### src/design/lep_pkg.sv
// Shared constants, command codes and interface types of the pixel block.
package lep_pkg;

   localparam int SEQ_MAX     = 32;
   localparam int RATE_W      = 32;
   localparam int PAT_W       = 32;
   localparam int LEN_W       = 6;
   localparam int STEPS_W     = 16;
   localparam int COUNT_W     = STEPS_W + 1;
   localparam int POS_W       = $clog2(SEQ_MAX);
   localparam int ACC_W       = 38;
   localparam int LN_W        = 24;
   localparam int WORD_W      = 34;
   localparam int SHIFT_W     = 6;
   localparam int FRAC_LOG    = 20;
   localparam int EXP_W       = 7;
   localparam int LG_W        = EXP_W + FRAC_LOG;
   localparam int MAG_W       = 26;
   localparam int MUL_A_W     = 33;
   localparam int MUL_B_W     = 32;
   localparam int PROD_W      = MUL_A_W + MUL_B_W;
   localparam int CSR_IDX_W   = 2;
   localparam int CSR_DATA_W  = 32;
   localparam int NORM_STAGES = 6;
   localparam int SQ_ITERS    = FRAC_LOG;
   localparam int ITER_W      = $clog2(SQ_ITERS);

   localparam logic [MUL_B_W-1:0] LN2_Q32     = 32'd2977044472;
   localparam logic [RATE_W-1:0]  ORBIT_INIT  = 32'h8000_0000;
   localparam logic signed [LN_W-1:0] LOG_FLOOR = -24'sd2097152;
   localparam logic signed [ACC_W-1:0] ACC_MAX = 38'sh1F_FFFF_FFFF;
   localparam logic signed [ACC_W-1:0] ACC_MIN = 38'sh20_0000_0000;

   localparam logic [PAT_W-1:0]   PATTERN_RST = 32'd1;
   localparam logic [LEN_W-1:0]   LENGTH_RST  = 6'd2;
   localparam logic [STEPS_W-1:0] WARM_RST    = 16'd600;
   localparam logic [STEPS_W-1:0] MAIN_RST    = 16'd2000;

   localparam logic [CSR_IDX_W-1:0] CSR_PATTERN = 2'd0;
   localparam logic [CSR_IDX_W-1:0] CSR_LENGTH  = 2'd1;
   localparam logic [CSR_IDX_W-1:0] CSR_WARM    = 2'd2;
   localparam logic [CSR_IDX_W-1:0] CSR_MAIN    = 2'd3;

   localparam logic [3:0] OP_NONE     = 4'd0;
   localparam logic [3:0] OP_LOAD     = 4'd1;
   localparam logic [3:0] OP_LOG_LOAD = 4'd2;
   localparam logic [3:0] OP_NORM     = 4'd3;
   localparam logic [3:0] OP_MANT     = 4'd4;
   localparam logic [3:0] OP_SQUARE   = 4'd5;
   localparam logic [3:0] OP_LOG_EXP  = 4'd6;
   localparam logic [3:0] OP_LOG_MUL  = 4'd7;
   localparam logic [3:0] OP_LOG_FIN  = 4'd8;
   localparam logic [3:0] OP_MUL_P    = 4'd9;
   localparam logic [3:0] OP_MUL_X    = 4'd10;
   localparam logic [3:0] OP_STEP_END = 4'd11;
   localparam logic [3:0] OP_PUBLISH  = 4'd12;

   localparam logic [1:0] SRC_A = 2'd0;
   localparam logic [1:0] SRC_B = 2'd1;
   localparam logic [1:0] SRC_D = 2'd2;

   typedef struct packed {
      logic [3:0] op;
      logic [1:0] src;
      logic [2:0] stage;
   } cmd_type;

   typedef struct packed {
      logic done;
      logic in_main;
   } status_type;

endpackage

### src/design/lep_datapath.sv
// Datapath: settings, orbit, shared multiplier, log unit and accumulator.
module lep_datapath import lep_pkg::*; (
   input  logic                   clock,
   input  logic                   reset,
   input  logic                   csr_write,
   input  logic [CSR_IDX_W-1:0]   csr_index,
   input  logic [CSR_DATA_W-1:0]  csr_data,
   input  logic [RATE_W-1:0]      req_a_value,
   input  logic [RATE_W-1:0]      req_b_value,
   input  cmd_type                cmd,
   output status_type             status,
   output logic signed [ACC_W-1:0] rsp_exponent_sum
);

   logic [PAT_W-1:0]   pattern_ff, pattern_in;
   logic [LEN_W-1:0]   length_ff, length_in;
   logic [STEPS_W-1:0] warm_ff, warm_in;
   logic [STEPS_W-1:0] main_ff, main_in;

   logic [RATE_W-1:0]  a_ff, a_in, b_ff, b_in, x_ff, x_in, p_ff, p_in;
   logic signed [ACC_W-1:0] acc_ff, acc_in, out_ff, out_in;
   logic [COUNT_W-1:0] step_ff, step_in, total_ff, total_in;
   logic [POS_W-1:0]   pos_ff, pos_in;
   logic [WORD_W-1:0]  w_ff, w_in;
   logic [SHIFT_W-1:0] s_ff, s_in;
   logic               zero_ff, zero_in, neg_ff, neg_in;
   logic [RATE_W-1:0]  m_ff, m_in;
   logic [FRAC_LOG-1:0] f_ff, f_in;
   logic [MAG_W-1:0]   mag_ff, mag_in;
   logic [PROD_W-1:0]  prod_ff, prod_in;
   logic signed [LN_W-1:0] ln_a_ff, ln_a_in, ln_b_ff, ln_b_in, ln_d_ff, ln_d_in;

   logic [LEN_W-1:0]   len_c;
   logic               use_a;
   logic [RATE_W-1:0]  rate;
   logic signed [LN_W-1:0] ln_r;
   logic [MUL_A_W-1:0] mul_a;
   logic [MUL_B_W-1:0] mul_b;
   logic [PROD_W-1:0]  product;
   logic [MUL_A_W-1:0] twox, one_q32, dev;
   logic               top_zero;
   logic [WORD_W-1:0]  w_shift;
   logic [SHIFT_W-1:0] amt;
   logic signed [EXP_W-1:0] ex;
   logic signed [LG_W-1:0]  lg;
   logic [PROD_W-1:0]  rnd;
   logic signed [LN_W-1:0] res_mag, res;
   logic signed [LN_W:0]   term;
   logic signed [ACC_W:0]  sum;
   logic [LEN_W-1:0]   pos_plus;

   assign len_c = (length_ff == '0) ? LEN_W'(1) :
                  (length_ff > LEN_W'(SEQ_MAX)) ? LEN_W'(SEQ_MAX) : length_ff;
   assign use_a = pattern_ff[pos_ff];
   assign rate  = use_a ? a_ff : b_ff;
   assign ln_r  = use_a ? ln_a_ff : ln_b_ff;

   assign status.done    = step_ff >= total_ff;
   assign status.in_main = step_ff >= {1'b0, warm_ff};

   assign one_q32 = {1'b1, 32'd0};
   assign twox    = {x_ff, 1'b0};
   assign dev     = (twox <= one_q32) ? (one_q32 - twox) : (twox - one_q32);

   always_comb begin
      unique case (cmd.op)
         OP_MUL_P: begin
            mul_a = one_q32 - {1'b0, x_ff};
            mul_b = x_ff;
         end
         OP_MUL_X: begin
            mul_a = {1'b0, p_ff};
            mul_b = rate;
         end
         OP_SQUARE: begin
            mul_a = {1'b0, m_ff};
            mul_b = m_ff;
         end
         OP_LOG_MUL: begin
            mul_a = {{(MUL_A_W-MAG_W){1'b0}}, mag_ff};
            mul_b = LN2_Q32;
         end
         default: begin
            mul_a = '0;
            mul_b = '0;
         end
      endcase
   end

   assign product = {{MUL_B_W{1'b0}}, mul_a} * {{MUL_A_W{1'b0}}, mul_b};

   always_comb begin
      unique case (cmd.stage)
         3'd0: begin top_zero = (w_ff[33:2] == '0); w_shift = w_ff << 32; amt = 6'd32; end
         3'd1: begin top_zero = (w_ff[33:18] == '0); w_shift = w_ff << 16; amt = 6'd16; end
         3'd2: begin top_zero = (w_ff[33:26] == '0); w_shift = w_ff << 8; amt = 6'd8; end
         3'd3: begin top_zero = (w_ff[33:30] == '0); w_shift = w_ff << 4; amt = 6'd4; end
         3'd4: begin top_zero = (w_ff[33:32] == '0); w_shift = w_ff << 2; amt = 6'd2; end
         3'd5: begin top_zero = ~w_ff[33]; w_shift = w_ff << 1; amt = 6'd1; end
         default: begin top_zero = 1'b0; w_shift = w_ff; amt = '0; end
      endcase
   end

   assign ex  = ((cmd.src == SRC_D) ? 7'sd1 : 7'sd4) - $signed({1'b0, s_ff});
   assign lg  = $signed({ex, f_ff});
   assign rnd = prod_ff + (PROD_W'(1) << 35);
   assign res_mag = $signed(rnd[59:36]);
   assign res = neg_ff ? -res_mag : res_mag;

   assign term = (LN_W+1)'(ln_r) + (LN_W+1)'(ln_d_ff);
   assign sum  = (ACC_W+1)'(acc_ff) + (ACC_W+1)'(term);
   assign pos_plus = {1'b0, pos_ff} + LEN_W'(1);

   always_comb begin
      pattern_in = pattern_ff;
      length_in  = length_ff;
      warm_in    = warm_ff;
      main_in    = main_ff;
      if (csr_write) begin
         unique case (csr_index)
            CSR_PATTERN: pattern_in = csr_data;
            CSR_LENGTH:  length_in  = csr_data[LEN_W-1:0];
            CSR_WARM:    warm_in    = csr_data[STEPS_W-1:0];
            CSR_MAIN:    main_in    = csr_data[STEPS_W-1:0];
         endcase
      end
   end

   always_comb begin
      a_in = a_ff;  b_in = b_ff;  x_in = x_ff;  p_in = p_ff;
      acc_in = acc_ff;  out_in = out_ff;
      step_in = step_ff;  total_in = total_ff;  pos_in = pos_ff;
      w_in = w_ff;  s_in = s_ff;  zero_in = zero_ff;  neg_in = neg_ff;
      m_in = m_ff;  f_in = f_ff;  mag_in = mag_ff;  prod_in = prod_ff;
      ln_a_in = ln_a_ff;  ln_b_in = ln_b_ff;  ln_d_in = ln_d_ff;
      unique case (cmd.op)
         OP_LOAD: begin
            a_in = req_a_value;
            b_in = req_b_value;
            x_in = ORBIT_INIT;
            acc_in = '0;
            step_in = '0;
            pos_in = '0;
            total_in = {1'b0, warm_ff} + {1'b0, main_ff};
         end
         OP_LOG_LOAD: begin
            unique case (cmd.src)
               SRC_A:   w_in = {2'b00, a_ff};
               SRC_B:   w_in = {2'b00, b_ff};
               default: w_in = {1'b0, dev};
            endcase
            zero_in = (w_in == '0);
            s_in = '0;
         end
         OP_NORM: begin
            if (top_zero) begin
               w_in = w_shift;
               s_in = s_ff + amt;
            end
         end
         OP_MANT: begin
            m_in = w_ff[33:2];
            f_in = '0;
         end
         OP_SQUARE: begin
            if (product[63]) begin
               m_in = product[63:32];
               f_in = {f_ff[FRAC_LOG-2:0], 1'b1};
            end else begin
               m_in = product[62:31];
               f_in = {f_ff[FRAC_LOG-2:0], 1'b0};
            end
         end
         OP_LOG_EXP: begin
            neg_in = lg[LG_W-1];
            mag_in = lg[LG_W-1] ? MAG_W'(-lg) : MAG_W'(lg);
         end
         OP_LOG_MUL: prod_in = product;
         OP_LOG_FIN: begin
            unique case (cmd.src)
               SRC_A:   ln_a_in = (zero_ff || res < LOG_FLOOR) ? LOG_FLOOR : res;
               SRC_B:   ln_b_in = (zero_ff || res < LOG_FLOOR) ? LOG_FLOOR : res;
               default: ln_d_in = (zero_ff || res < LOG_FLOOR) ? LOG_FLOOR : res;
            endcase
         end
         OP_MUL_P: p_in = product[63:32];
         OP_MUL_X: x_in = (product[64:61] != '0) ? '1 : product[60:29];
         OP_STEP_END: begin
            if (status.in_main) begin
               if (sum > (ACC_W+1)'(ACC_MAX)) acc_in = ACC_MAX;
               else if (sum < (ACC_W+1)'(ACC_MIN)) acc_in = ACC_MIN;
               else acc_in = sum[ACC_W-1:0];
            end
            step_in = step_ff + COUNT_W'(1);
            pos_in = (pos_plus >= len_c) ? '0 : pos_plus[POS_W-1:0];
         end
         OP_PUBLISH: out_in = acc_ff;
         default: ;
      endcase
   end

   always_ff @(posedge clock) begin
      if (reset) begin
         pattern_ff <= PATTERN_RST;
         length_ff  <= LENGTH_RST;
         warm_ff    <= WARM_RST;
         main_ff    <= MAIN_RST;
      end else begin
         pattern_ff <= pattern_in;
         length_ff  <= length_in;
         warm_ff    <= warm_in;
         main_ff    <= main_in;
      end
   end

   always_ff @(posedge clock) begin
      a_ff <= a_in;  b_ff <= b_in;  x_ff <= x_in;  p_ff <= p_in;
      acc_ff <= acc_in;  out_ff <= out_in;
      step_ff <= step_in;  total_ff <= total_in;  pos_ff <= pos_in;
      w_ff <= w_in;  s_ff <= s_in;  zero_ff <= zero_in;  neg_ff <= neg_in;
      m_ff <= m_in;  f_ff <= f_in;  mag_ff <= mag_in;  prod_ff <= prod_in;
      ln_a_ff <= ln_a_in;  ln_b_ff <= ln_b_in;  ln_d_ff <= ln_d_in;
   end

   assign rsp_exponent_sum = out_ff;

endmodule

### src/design/lep_controller.sv
// Controller: sequences logs, logistic steps and result handoff.
module lep_controller import lep_pkg::*; (
   input  logic       clock,
   input  logic       reset,
   input  logic       req_valid,
   output logic       req_ready,
   output logic       rsp_valid,
   input  logic       rsp_ready,
   input  status_type status,
   output cmd_type    cmd
);

   localparam logic [3:0] S_IDLE     = 4'd0;
   localparam logic [3:0] S_LG_LOAD  = 4'd1;
   localparam logic [3:0] S_NORM     = 4'd2;
   localparam logic [3:0] S_MANT     = 4'd3;
   localparam logic [3:0] S_SQUARE   = 4'd4;
   localparam logic [3:0] S_LG_EXP   = 4'd5;
   localparam logic [3:0] S_LG_MUL   = 4'd6;
   localparam logic [3:0] S_LG_FIN   = 4'd7;
   localparam logic [3:0] S_CHECK    = 4'd8;
   localparam logic [3:0] S_MUL_P    = 4'd9;
   localparam logic [3:0] S_MUL_X    = 4'd10;
   localparam logic [3:0] S_STEP_END = 4'd11;
   localparam logic [3:0] S_DONE     = 4'd12;

   logic [3:0]        state_ff, state_in;
   logic [ITER_W-1:0] cnt_ff, cnt_in;
   logic [1:0]        src_ff, src_in;
   logic              rsp_valid_ff, rsp_valid_in;

   always_comb begin
      state_in     = state_ff;
      cnt_in       = cnt_ff;
      src_in       = src_ff;
      rsp_valid_in = rsp_valid_ff && !rsp_ready;
      req_ready    = 1'b0;
      cmd.op       = OP_NONE;
      cmd.src      = src_ff;
      cmd.stage    = cnt_ff[2:0];
      unique case (state_ff)
         S_IDLE: begin
            req_ready = 1'b1;
            if (req_valid) begin
               cmd.op   = OP_LOAD;
               src_in   = SRC_A;
               state_in = S_LG_LOAD;
            end
         end
         S_LG_LOAD: begin
            cmd.op   = OP_LOG_LOAD;
            cnt_in   = '0;
            state_in = S_NORM;
         end
         S_NORM: begin
            cmd.op = OP_NORM;
            if (cnt_ff == ITER_W'(NORM_STAGES - 1)) begin
               state_in = S_MANT;
            end else begin
               cnt_in = cnt_ff + ITER_W'(1);
            end
         end
         S_MANT: begin
            cmd.op   = OP_MANT;
            cnt_in   = '0;
            state_in = S_SQUARE;
         end
         S_SQUARE: begin
            cmd.op = OP_SQUARE;
            if (cnt_ff == ITER_W'(SQ_ITERS - 1)) begin
               state_in = S_LG_EXP;
            end else begin
               cnt_in = cnt_ff + ITER_W'(1);
            end
         end
         S_LG_EXP: begin
            cmd.op   = OP_LOG_EXP;
            state_in = S_LG_MUL;
         end
         S_LG_MUL: begin
            cmd.op   = OP_LOG_MUL;
            state_in = S_LG_FIN;
         end
         S_LG_FIN: begin
            cmd.op = OP_LOG_FIN;
            unique case (src_ff)
               SRC_A: begin
                  src_in   = SRC_B;
                  state_in = S_LG_LOAD;
               end
               SRC_B:   state_in = S_CHECK;
               default: state_in = S_STEP_END;
            endcase
         end
         S_CHECK: begin
            state_in = status.done ? S_DONE : S_MUL_P;
         end
         S_MUL_P: begin
            cmd.op   = OP_MUL_P;
            state_in = S_MUL_X;
         end
         S_MUL_X: begin
            cmd.op = OP_MUL_X;
            if (status.in_main) begin
               src_in   = SRC_D;
               state_in = S_LG_LOAD;
            end else begin
               state_in = S_STEP_END;
            end
         end
         S_STEP_END: begin
            cmd.op   = OP_STEP_END;
            state_in = S_CHECK;
         end
         S_DONE: begin
            if (!rsp_valid_ff || rsp_ready) begin
               cmd.op       = OP_PUBLISH;
               rsp_valid_in = 1'b1;
               state_in     = S_IDLE;
            end
         end
         default: state_in = S_IDLE;
      endcase
   end

   always_ff @(posedge clock) begin
      if (reset) begin
         state_ff     <= S_IDLE;
         cnt_ff       <= '0;
         src_ff       <= SRC_A;
         rsp_valid_ff <= 1'b0;
      end else begin
         state_ff     <= state_in;
         cnt_ff       <= cnt_in;
         src_ff       <= src_in;
         rsp_valid_ff <= rsp_valid_in;
      end
   end

   assign rsp_valid = rsp_valid_ff;

endmodule

### src/design/lyapunov_exponent_pixel.sv
// Logs share the 33x32 multiplier: load, 6 normalize, mantissa, 20 squarings, exp, mul, finish.
// Throughput: one pixel at a time; the next request is taken once the result is registered.
// A finished result waits in the output register while the next pixel runs.
// Reset (synchronous, active high) restores the settings 1, 2, 600, 2000 and empties the block.
module lyapunov_exponent_pixel import lep_pkg::*; (
   input  logic                    clock,
   input  logic                    reset,
   input  logic                    req_valid,
   output logic                    req_ready,
   input  logic [RATE_W-1:0]       req_a_value,
   input  logic [RATE_W-1:0]       req_b_value,
   output logic                    rsp_valid,
   input  logic                    rsp_ready,
   output logic signed [ACC_W-1:0] rsp_exponent_sum,
   input  logic                    csr_valid,
   output logic                    csr_ready,
   input  logic [CSR_IDX_W-1:0]    csr_index,
   input  logic [CSR_DATA_W-1:0]   csr_data
);

   cmd_type    cmd;
   status_type status;

   assign csr_ready = 1'b1;

   lep_controller u_ctrl (
      .clock     (clock),
      .reset     (reset),
      .req_valid (req_valid),
      .req_ready (req_ready),
      .rsp_valid (rsp_valid),
      .rsp_ready (rsp_ready),
      .status    (status),
      .cmd       (cmd)
   );

   lep_datapath u_dp (
      .clock            (clock),
      .reset            (reset),
      .csr_write        (csr_valid && csr_ready),
      .csr_index        (csr_index),
      .csr_data         (csr_data),
      .req_a_value      (req_a_value),
      .req_b_value      (req_b_value),
      .cmd              (cmd),
      .status           (status),
      .rsp_exponent_sum (rsp_exponent_sum)
   );

endmodule

### config.mk
export PLATFORM = sky130hd
export DESIGN_NAME = lyapunov_exponent_pixel
export DESIGN_NICKNAME = d
export VERILOG_FILES = /design/src/design/lep_pkg.sv /design/src/design/lep_datapath.sv /design/src/design/lep_controller.sv /design/src/design/lyapunov_exponent_pixel.sv
export SDC_FILE = /design/constraint.sdc
export NUM_CORES = 2
export LEC_CHECK = 0
export BUFFER_PORTS_ARGS = -buffer_cell sky130_fd_sc_hd__buf_2
export CAP_MARGIN = 40
export CORE_MARGIN = 3
export CORE_UTILIZATION = 40
export DETAILED_ROUTE_END_ITERATION = 7
export RECOVER_POWER = 100
export SETUP_SLACK_MARGIN = 0.02
export SLEW_MARGIN = 25
export SYNTH_ARGS = -nofsm -noshare
export SYNTH_HDL_FRONTEND = slang
export SYNTH_HIERARCHICAL = 1
export SYNTH_SLANG_ARGS = --single-unit
export TNS_END_PERCENT = 10
### constraint.sdc
create_clock -name clock -period 14.8 [get_ports clock]
set_input_delay 2.22 -clock clock [delete_from_list [all_inputs] [get_ports clock]]
set_output_delay 2.22 -clock clock [all_outputs]
set_load 0.03 [all_outputs]
; ---- After elaboration in Yosys (flattened, before gate mapping)
; Index checks and enable logic that the tools add are counted.
[word_totals]
reg_bits = 577
latchBits = 0
ramBits = 0
mem_bits_ro = 0
out_inout_bits = 41
word_cells = 195
memories = 0
[op_classes]
addsub = 14
multipliers = 1
n_div = 0
magnitude_cmp = 9
n_eq_ne = 47
n_shift = 0
muxes = 56
bitwise = 2
reduce_logical = 38
[ops]
columns = operator, n
row1 = 34-bit one-hot mux with 6 select lines, 1
row2 = 33-bit one-hot mux with 4 select lines, 1
row3 = 32-bit one-hot mux with 2 select lines, 2
row4 = 32-bit one-hot mux with 4 select lines, 1
row5 = 38-bit two-way mux, 3
row6 = 32-bit two-way mux, 3
row7 = 38-bit one-hot mux with 2 select lines, 1
row8 = 24-bit two-way mux, 3
row9 = 34-bit two-way mux, 2
row10 = 34-bit one-hot mux with 2 select lines, 1
row11 = 33-bit one-hot mux with 2 select lines, 1
row12 = 33-bit by 32-bit multiplier with 65-bit output, 1
row13 = "60-bit by 36-bit adder with 60-bit output, second input constant", 1
row14 = 4-bit one-hot mux with 13 select lines, 1
row15 = 4-bit one-hot mux with 12 select lines, 1
row16 = "4-bit == test, second input constant", 10
row17 = 20-bit one-hot mux with 2 select lines, 1
row18 = 38-bit by 25-bit adder with 39-bit output, 1
row19 = "39-bit by 38-bit greater-than comparator with 1-bit output, second input constant", 1
row20 = "39-bit by 38-bit less-than comparator with 1-bit output, second input constant", 1
row21 = 6-bit one-hot mux with 6 select lines, 1
row22 = 34-bit zero test, 1
row23 = 17-bit one-hot mux with 2 select lines, 1
row24 = "33-bit less-or-equal comparator, second input constant", 1
row25 = other kinds (64), 126

; ---- Depth between registers and ports, before layout
[logic_depth]
word_depth = 10
ltp_mapped = 46

; ---- Cells and area by module
; The synthesis kept the hierarchy.
[by_module_without_submodules]
columns = mod, n_inst, cells_each, area_each_um2, seq_area_each_um2
row1 = lep_datapath, 1, 6691, 63599.7, 15214.6
row2 = lep_controller, 1, 114, 890.9, 240.2
row3 = lyapunov_exponent_pixel, 1, 2, 11.3, 0.0

; ---- Worst setup path after synthesis
; No wires, ideal clock.
[synth_path]
path_kind = input -> register
from = input rsp_ready
to = register u_dp.m_ff[28], data pin
setup_ns = 0.261
arrival_ns = 12.604
path_slack_ns = 1.935
path_stages = 38
cell_sequence = nor2b_1 o21a_1 o21ai_1 a21o_1 buf_2 and2b_2 nand2_4 inv_2 clkbuf_1 clkbuf_1 nand2_1 o211ai_1 clkbuf_1 nand2_1 fa_1 inv_1 fa_1 inv_1 (+2 left out) inv_1 fa_1 fa_1 fa_1 fa_1 ha_1 buf_4 nand4_2 or3_4 or2_0 a2bb2oi_1 or4_1 a211o_1 and3_4 o311a_4 nor2_4 xor2_2 a221o_2
[synth_lines]
columns = element, line_no
row1 = "start, declared", lyapunov_exponent_pixel.sv:13  ; input logic rsp_ready,
row2 = "end signal, assigned", lep_datapath.sv:221  ; m_ff <= m_in; f_ff <= f_in; mag_ff <= mag_in; prod_ff <= prod_in;
row3 = "end, declared", lep_datapath.sv:27  ; logic [RATE_W-1:0] m_ff, m_in;

==> impl_metrics.tcl <==
set metrics [dict create \
    status "finished, violations left" \
    violations "max-capacitance violations, max-slew violations" \
    grt_max_degree 79 \
    criticalPathCategory "input pin to flip-flop" \
    cts_hold_buf 0 \
    drtPass1Iterations 8 \
    grt_pass1_vias 51560 \
    synth_compound_area_share_pct 9.418 \
    synth-seq-cells 542 \
    drive_above_1_share_pct 7.650 \
    fin_crit_ns 13.94 \
    vias 50620 \
    r2r-end "u_dp/m_ff[18]" \
    yosys_warnings 6 \
    rsz0062_at_grt "false" \
    max_freq_ghz 0.07172 \
    dpl.cell_count 9006 \
    ant_nets 0 \
    synthCells 6807 \
    ir_drop_uv 110.8 \
    cp.required_ns 15.25 \
    cts_inserted_buffers 53 \
    crit_path_max_fanout 28 \
    gp_congestion 1.043 \
    drc 0 \
    fin_crit_sh_pct 94.22 \
    cpPeakStageDelay_ns 0.99 \
    r2r_start "u_dp/pos_ff[0]" \
    nNetsFinal 8362 \
    setup_viol 0 \
    hold_viol 0 \
    worstHoldPathType "flip-flop to flip-flop" \
    drt-initial-drc-count 4916 \
    ctsResizeCount 0 \
    min-delay-start "u_dp/pattern_ff[6]" \
    core-area_mm2 0.1593 \
    syn_area_mm2 0.06450 \
    synth_top_area_share_pct 29.98 \
    synth_edf_count 460 \
    p_leak_nw 31.03 \
    die_area_mm2 0.1661 \
    rows 146 \
    dp_hpwl_mm 175.3 \
    die_w_um 407.6 \
    skew_ns 0.02670 \
    drv_slew 441 \
    ys_seq_area_share_pct 23.96 \
    end_kind "flip-flop" \
    gr-usage-all-layers_pct 26.12 \
    startpoint_type "input pin" \
    synth.most_common_cell "nand2_1" \
    io_pins 144 \
    relSlewSlack_pct -130.4 \
    h-tree-depth 2 \
    synthMuxAreaShare_pct 2.770 \
    synth_xor_area_share_pct 3.011 \
    async_reset_ff_share_pct 0 \
    setup_tns_ns 0 \
    switchingPower_mw 2.089 \
    cts_tree "built" \
    fin_util_pct 44.17 \
    synth_area_per_cell_um2 9.476 \
    holdPathStages 2 \
    final_cells 9113 \
    path_clk_slew_ns 0.06 \
    numClockSinks 542 \
    ff2ff_path_depth 38 \
    power_mw 5.549 \
    ys.flop_type "edfxtp_1" \
    yosys-top-cells-area "fa_1 (30%), edfxtp_1 (21%), ha_1 (7.2%)" \
    worst-endpoint-arrival_ns 14.39 \
    portBuffers 142 \
    synth.distinct_cells 124 \
    grt_pass1_wl_mm 328.7 \
    min_to "u_dp/pattern_ff[6]" \
    syn2layout_area_growth_pct 9.092 \
    tightest_slew_ns 3.456 \
    r2r_slack_ns 1.33 \
    die_h_um 407.6 \
    clock_path_buffers 3 \
    yosysTopAreaCell "fa_1" \
    root_buffer "clkbuf_16" \
    swShare_pct 37.65 \
    synth_common_cells "nand2_1 (1050), inv_1 (1043), fa_1 (966)" \
    overflow 0 \
    diodes 0 \
    routedWlPerCell_um 23.92 \
    crit_path_top_delay_cell "inv_1" \
    pwr-share-comb_pct 35.5 \
    synth_top_family_by_area "adder cells" \
    drt-vias-per-instance 5.555 \
    synthSimpleGateAreaFrac_pct 15.31 \
    powerDensity_mw_per_mm2 78.86 \
    drt-total-wl_mm 218.0 \
    start_util_pct 40.49 \
    cts_setup_buffers 0 \
    synthAdderAreaFrac_pct 37.14 \
    max-cap-violations 12 \
    fillCellCount 15540 \
    cpMostUsedCell "fa_1" \
    clkPwrFrac_pct 27.0 \
    internal-power_mw 3.460 \
    clk_latency_ns 0.64 \
    antenna_found_initial 4 \
    seqPwrFrac_pct 37.5 \
]
## final cells by class
cell class / instances / area (µm²) / area share, %
repair buffers: 374 / 2559 / 3.636
inverters: 1046 / 3928 / 5.582
clock inverters: 26 / 350.3 / 0.4979
flip-flops and latches: 542 / 15460 / 21.97
clock buffers: 72 / 1565 / 2.224
well taps: 2146 / 2685 / 3.816
multi-input cells: 4907 / 43820 / 62.28
## per-layer routing
| layer | up-vias | GRT usage (%) | share of wire, % |
|---|---|---|---|
| met5 | - | 0 | 0 |
| met4 | 0 | 12.48 | 5.9 |
| met3 | 470 | 4.828 | 8.9 |
| met2 | 2290 | 40.24 | 45 |
| met1 | 25690 | 35.59 | 41 |
| li1 | 22170 | - | - |
## worst max-delay path, delay by kind of cell
kind | cells | cell delay (ns)
multiplexers | 1 | 0.15
AND/OR/NAND/NOR | 9 | 2.36
XOR/XNOR | 1 | 0.76
AO/OA/AOI/OAI | 9 | 2.56
adder cells (fa/ha/maj) | 9 | 4.22
buffers and inverters | 10 | 2.05
## per-stage QoR
step	setup WS, ns	hold slack [ns]	area, µm²
final	0.8561	0.4542	70370
after global routing	0.5236	0.4736	70370
after CTS	1.660	0.4562	70750
after detailed placement	1.021	0.4470	68830
after global placement	0.9093	0.4415	68150
after floorplan	1.935	0.4264	64610
## how the worst max path moves through the flow
stage                         start             to  slack (ns)  cells past startpoint
after floorplan           rsp_ready  u_dp/m_ff[28]        1.93                     38
after global placement    rsp_ready  u_dp/m_ff[21]        0.91                     36
after detailed placement  rsp_ready  u_dp/m_ff[20]        1.02                     36
after CTS                 rsp_ready  u_dp/m_ff[20]        1.66                     36
after global routing      rsp_ready  u_dp/m_ff[31]        0.52                     38
final                     rsp_ready  u_dp/m_ff[18]        0.86                     39
## state kept, by name (all words and copies together) (netlist names), 17 cells and up
name                   count
u_dp/ln_b_ff              24
u_dp/prod_ff              25
u_dp/ln_a_ff              24
u_dp/p_ff                 32
u_dp/step_ff              17
u_dp/b_ff                 32
u_dp/ln_d_ff              24
u_dp/x_ff                 32
u_dp/mag_ff               26
u_dp/w_ff                 34
u_dp/f_ff                 20
u_dp/total_ff             17
u_dp/rsp_exponent_sum     38
u_dp/a_ff                 32
u_dp/acc_ff               38
u_dp/pattern_ff           32
u_dp/m_ff                 32
## power by group through the flow
| stage | logic (mW) | clock network (mW) | registers, mW |
|---|---|---|---|
| 2_1_floorplan | 1.30 | 0 | 2.01 |
| 3_3_place_gp | 1.89 | 0 | 2.10 |
| 3_5_place_dp | 1.95 | 0 | 2.10 |
| 4_1_cts | 1.96 | 1.53 | 2.07 |
| 5_1_grt | 2.13 | 1.60 | 2.10 |
| 6_report | 1.97 | 1.50 | 2.08 |
## cells by family after synthesis
group / after synthesis
and+or+nand+nor: 2237
buffers and inverters: 1386
adders and majority gates: 1335
AOI/OAI and AO/OA: 913
DFF: 542
xor gates and xnor gates: 220
muxes: 171
other: 3
## placed cells by master (no fill, tap or decap), drive strengths merged, types with 17 or more instances in the layout
cell type / count
nand3b: 20
nor4: 35
o21a: 35
ha: 369
and3: 46
a221oi: 25
o211ai: 19
mux2i: 133
nand2: 1054
o21ai: 239
nor3: 50
a22oi: 20
fa: 966
nand4: 59
or3: 30
nor2: 680
o21bai: 22
and2: 35
inv: 1047
buf: 291
mux2: 37
dfxtp: 82
or2: 22
nand2b: 37
o2111a: 25
edfxtp: 460
a211oi: 17
a31oi: 21
nor2b: 44
a21o: 95
a21oi: 261
xnor2: 135
and4: 17
conb: 31
xor2: 85
o2111ai: 26
clkbuf: 155
nand3: 67
No activity file was read; power rests on OpenSTA's default activity.
